File: config.mk
export PLATFORM = sky130hd
export DESIGN_NAME = hrat_match
export DESIGN_NICKNAME = d
export VERILOG_FILES = /design/src/hrat_pkg.sv /design/src/hrat_match.sv
export SDC_FILE = /design/constraint.sdc
export NUM_CORES = 1
export LEC_CHECK = 0
export ABC_CLOCK_PERIOD_IN_PS = 3400
export BUFFER_PORTS_ARGS = -buffer_cell sky130_fd_sc_hd__buf_2
export CAP_MARGIN = 10
export CELL_PAD_IN_SITES_DETAIL_PLACEMENT = 1
export CELL_PAD_IN_SITES_GLOBAL_PLACEMENT = 2
export CORE_AREA = 8 8 276 278
export DETAILED_ROUTE_END_ITERATION = 8
export DIE_AREA = 0 0 284 286
export GPL_TIMING_DRIVEN = 0
export PLACE_DENSITY_LB_ADDON = 0.15
export SYNTH_ARGS = -nofsm -noshare
export SYNTH_HDL_FRONTEND = slang
export SYNTH_SLANG_ARGS = --single-unit
File: constraint.sdc
create_clock -name vclk -period 3.4
set_input_delay 0.68 -clock vclk [all_inputs]
set_output_delay 0.68 -clock vclk [all_outputs]
set_load 0.01 [all_outputs]
File: src/hrat_pkg.sv
package hrat_pkg;

  localparam int unsigned NumBuckets = 256;
  localparam int unsigned BucketBits = $clog2(NumBuckets);
  localparam int unsigned Ways = 8;
  localparam int unsigned WayBits = $clog2(Ways);
  localparam int unsigned FillBits = $clog2(Ways + 1);
  localparam int unsigned KeyBits = 64;
  localparam int unsigned HandleBits = 16;
  localparam int unsigned LogBits = 4;
  localparam int unsigned AddrBits = 3;
  localparam int unsigned DataBits = 32;

  localparam logic [KeyBits-1:0] HashMult = 64'h2545F4914F6CDD1D;
  localparam logic [LogBits-1:0] LogReset = LogBits'(BucketBits);

  localparam logic ActInsert = 1'b0;
  localparam logic ActLookup = 1'b1;

  localparam logic RegBucketCountLog2 = 1'b0;

  typedef struct packed {
    logic                  action;
    logic [KeyBits-1:0]    key;
    logic [HandleBits-1:0] value_handle;
  } in_t;

  typedef struct packed {
    logic                  hit;
    logic [HandleBits-1:0] found_handle;
    logic                  bucket_full;
  } out_t;

  typedef struct packed {
    logic [KeyBits-1:0]    key;
    logic [HandleBits-1:0] handle;
  } entry_t;

  typedef entry_t [Ways-1:0] row_t;

  typedef struct packed {
    logic                  hit;
    logic [HandleBits-1:0] handle;
  } match_t;

  typedef enum logic [1:0] {
    S_IDLE,
    S_READ,
    S_EVAL
  } state_e;

  // Only the low bucket bits of the product survive the mask and the modulo,
  // so only the low bits of the mixed key and of the multiplier matter.
  function automatic logic [BucketBits-1:0] bucket_hash(
    input logic [KeyBits-1:0] key,
    input logic [LogBits-1:0] lg
  );
    logic [KeyBits-1:0]      v;
    logic [2*BucketBits-1:0] prod;
    logic [BucketBits-1:0]   mask;
    v = key ^ (key >> 12);
    v = v ^ (v << 25);
    v = v ^ (v >> 27);
    prod = v[BucketBits-1:0] * HashMult[BucketBits-1:0];
    if (lg >= LogBits'(BucketBits)) begin
      mask = '1;
    end else begin
      mask = BucketBits'((2*BucketBits)'(1) << lg) - BucketBits'(1);
    end
    return prod[BucketBits-1:0] & mask;
  endfunction

endpackage

File: src/hrat_match.sv
module hrat_match (
  input  hrat_pkg::row_t                       row_i,
  input  logic [hrat_pkg::KeyBits-1:0]         key_i,
  input  logic [hrat_pkg::FillBits-1:0]        fill_i,
  output hrat_pkg::match_t                     match_o
);
  import hrat_pkg::*;

  // The first way below the fill count whose key matches wins.
  always_comb begin
    match_o = '0;
    for (int i = Ways - 1; i >= 0; i--) begin
      if ((FillBits'(i) < fill_i) && (row_i[WayBits'(i)].key == key_i)) begin
        match_o.hit    = 1'b1;
        match_o.handle = row_i[WayBits'(i)].handle;
      end
    end
  end

endmodule

=== Yosys cells after proc, flatten, opt, wreduce, memory -nomap -nowiden ===
Index checks and enable logic that the tools add are counted.

* Mux-type cells: 8
* $lt $le $gt $ge: 8
* Shifts and indexed selects: 0
* Equal/unequal tests: 5
* $add $sub $neg: 0
* $mul: 0
* Divide/modulo/power cells: 0
* Reduce and logical (&&, ||, !) cells: 8
* Bitwise logic cells: 0

{| class="wikitable"
|+ Operator list
! operator !! number
|-
| $eq A64 B64 Y1 || 4
|-
| $mux W17 || 8
|-
| $eq A64 B64 Y1 const A || 1
|-
| $lt A3 B4 Y1 const A || 4
|-
| $logic_and A1 B1 Y1 || 8
|-
| $lt A1 B4 Y1 const A || 2
|-
| $lt A2 B4 Y1 const A || 2
|}

* Bits of input ports: 708
* Register bits after elaboration: 0
* Memory bits (writable): 0
* Memories kept: 0
* Logic and storage cells: 29
* Bits in read-only memories: 0
* Bits in latches: 0
* Output and inout bits: 17

=== Longest topological paths before layout ===
* Depth after elaboration: 10
* Gate-level depth with buffers: 9
* Mapped depth without buffers: 7

=== Least setup slack after synthesis ===
OpenSTA, ideal clock, no wires.

* Path kind: in2out
* Start: input key_i[2] (netlist name)
* End: output match_o[10] (netlist name)
* Required time: 2.720 ns
* Data arrival time: 2.322 ns
* Path buffers: 2
* Cell stages on the path: 9
* Slack: 0.398 ns
* Cells stage by stage: buf_2 > xnor2_1 > nand4_1 > nor4_1 > nand4_1 > o211ai_4 > buf_6 > nor3b_2 > o22a_1

{| class="wikitable"
|+ RTL lines
! item !! RTL line !! text
|-
| start: declaration || hrat_match.sv:3 || <nowiki>input logic [hrat_pkg::KeyBits-1:0] key_i,</nowiki>
|-
| end: declaration || hrat_match.sv:5 || <nowiki>output hrat_pkg::match_t match_o</nowiki>
|}

==> qor.txt <==
run status -> complete, but fails checks
violated checks -> negative setup slack
I/O Pins -> 725
Hold Crit Depth -> 3
largest net degree at the start of global routing -> 11
Vias per Instance -> 2.920
sequential cells -> 0
final WL -> 47340 um
RSZ-0062 raised after global routing -> true
measured slew at the worst slew-check pin -> 0.8478 ns
Worst Path Max Fanout -> 7
Final WS setup -> -0.1668 ns
Critical Path End Type -> output pin
Hold Buf Count CTS -> 0
crit path time final -> 3.567 ns
Final Hold Viols -> 0
final setup fails -> 17
area of the multi-input gates -> 4385 um^2
Fin Hold WS -> 1.682 ns
Port Buffers -> 400
cell count after synthesis -> 475
peak supply drop -> 0.04189 mV
vias -> 5501
first-pass GRT wire length -> 60650 um
HP Class -> input pin to output pin
core area -> 72090 um^2
Area growth syn-to-layout -> 131.1%
Die ar. -> 81220 um^2
Seq/Total Area, Yosys -> 0
PD cells -> 102.5 nW/um^2
cell taking the most area after synthesis -> xnor2_1
vias in the first global route -> 6507
synth cell count leaders -> 158 x xnor2_1, 87 x xor2_1, 53 x nand4_1
Initial Utilization -> 0.05134
row count -> 99
final core utilization -> 0.1186
fin. max-slew vios -> 0
Setup CP Type -> input pin to output pin
final-layout fill cell count -> 8621
mapped cell area -> 3701 um^2
Net Count, Synth -> 1183
Syn Area/Cell -> 7.792 um^2
leakage -> 3.314 nW
DP HPWL -> 43440 um
Worst setup SP type -> input pin
# DRC -> 0
GP Congestion -> 0.7082
initial drt markers -> 148
Die W -> 284 um
Pwr Total -> 0.8766 mW
Die Span Y -> 286 um
router iterations before antenna repair -> 4
top-area cell type share of the netlist area -> 0.3739
Yosys cell types -> 43
max-cap violations -> 0
relative slew slack -> 0.4314
GRT overflow -> 0
non-filler cells, final -> 1884
YS warnings -> 0
top-count cell post-synth -> xnor2_1
dpl cells -> 1834
total track usage -> 0.1104
wire length per cell -> 25.13 um
ANT nets after route -> 0
Register Area -> 0 um^2
Required @ worst endpoint -> 2.72 ns
dominant cells by area after synthesis -> xnor2_1 37%, xor2_1 21%, nand4_1 9.0%
Final Cycle Share -> 1.049
fraction of layout cells with a size suffix above 1 -> 0.6047
CLK BUF -> 0
nets -> 1613
fmax -> 280.4 MHz
antenna violations before repair -> 52
arrival time worst endpoint -> 2.89 ns
## per-layer routing
layer	GRT usage	vias up	share of wire	wire [um]
met5	0	-	0.0047	223
met4	0	34	0.0040	191
met3	0.03697	60	0.075	3527
met2	0.2029	249	0.50	23670
met1	0.1315	2525	0.42	19730
li1	-	2633	-	-
## where the power goes
| group | switching (mW) | total (mW) | internal [mW] |
|---|---|---|---|
| Combinational | 0.453 | 0.877 | 0.424 |
| Sequential | 0 | 0 | 0 |
| Clock | 0 | 0.000000869 | 0.000000869 |
| Total | 0.453 | 0.877 | 0.424 |
## path summary, 6_finish.rpt
check	end	start	slack [ns]
max	match_o[0]	key_i[55]	-0.17
min	match_o[5]	row_i[5]	1.68
## critical path, stage by stage
cell	delay, ns
buf_4	0.18
xor2_1	0.17
nor4_1	0.33
nand4_1	0.26
nor3_4	0.34
nand3_4	0.11
buf_12	0.16
clkbuf_16	0.16
mux2i_4	0.18
a31oi_1	0.13
buf_2	0.16
## logic make-up after synthesis
kind of cell           count (synthesis)  share of synthesized area
AND/OR/NAND/NOR                      152                     0.2694
buffers and inverters                 28                    0.03583
XOR/XNOR                             245                     0.5798
multiplexers                           2                   0.005409
AO/OA/AOI/OAI                         48                     0.1095
## placed cells by master (no fill, tap or decap), types with 3 or more instances in the layout
| cell type | instances |
|---|---|
| buf_2 | 347 |
| xnor2_1 | 134 |
| xor2_1 | 75 |
| nand4_1 | 53 |
| buf_4 | 34 |
| buf_6 | 32 |
| diode_2 | 22 |
| xnor2_2 | 19 |
| nand3_1 | 17 |
| nor4_4 | 16 |
| o22a_1 | 13 |
| buf_12 | 11 |
| inv_1 | 10 |
| xor2_2 | 10 |
| o221ai_2 | 10 |
| nor3b_2 | 10 |
| nor4_2 | 8 |
| nor4_1 | 8 |
| nand2_1 | 7 |
| xnor2_4 | 5 |
| buf_8 | 5 |
| o22ai_1 | 4 |
| clkbuf_16 | 4 |
| clkbuf_8 | 4 |
| nor2_1 | 3 |
| clkbuf_2 | 3 |
| nand2b_1 | 3 |
| o2111ai_1 | 3 |
| or3_1 | 3 |
| clkbuf_4 | 3 |
| o221ai_4 | 3 |
| nor3b_1 | 3 |
## layout make-up
type,count,area share
multi-input combinational,447,0.5127
timing repair buffer,428,0.3106
tap,959,0.1403
buffer,17,0.02516
antenna,22,0.006437
inverter,11,0.004827
## per-stage QoR
stage / area [um^2] / setup slack [ns] / TNS [ns]
after floorplan: 3701 / 0.3982 / 0
after global placement: 6903 / -1.706 / -27.47
after detailed placement: 6903 / -1.667 / -26.65
after CTS: 8179 / -0.2896 / -3.938
after global routing: 8518 / -0.3101 / -4.535
final: 8553 / -0.1668 / -1.854
## repair_timing
action / 4_1_cts / 5_1_grt
buffers inserted: 19 / 3
pin swaps: 57 / 33
resized for setup: 206 / 54
gates cloned: 5 / 1
endpoints found under the setup margin: 17 / 17
(Power assumes the default switching activity.)
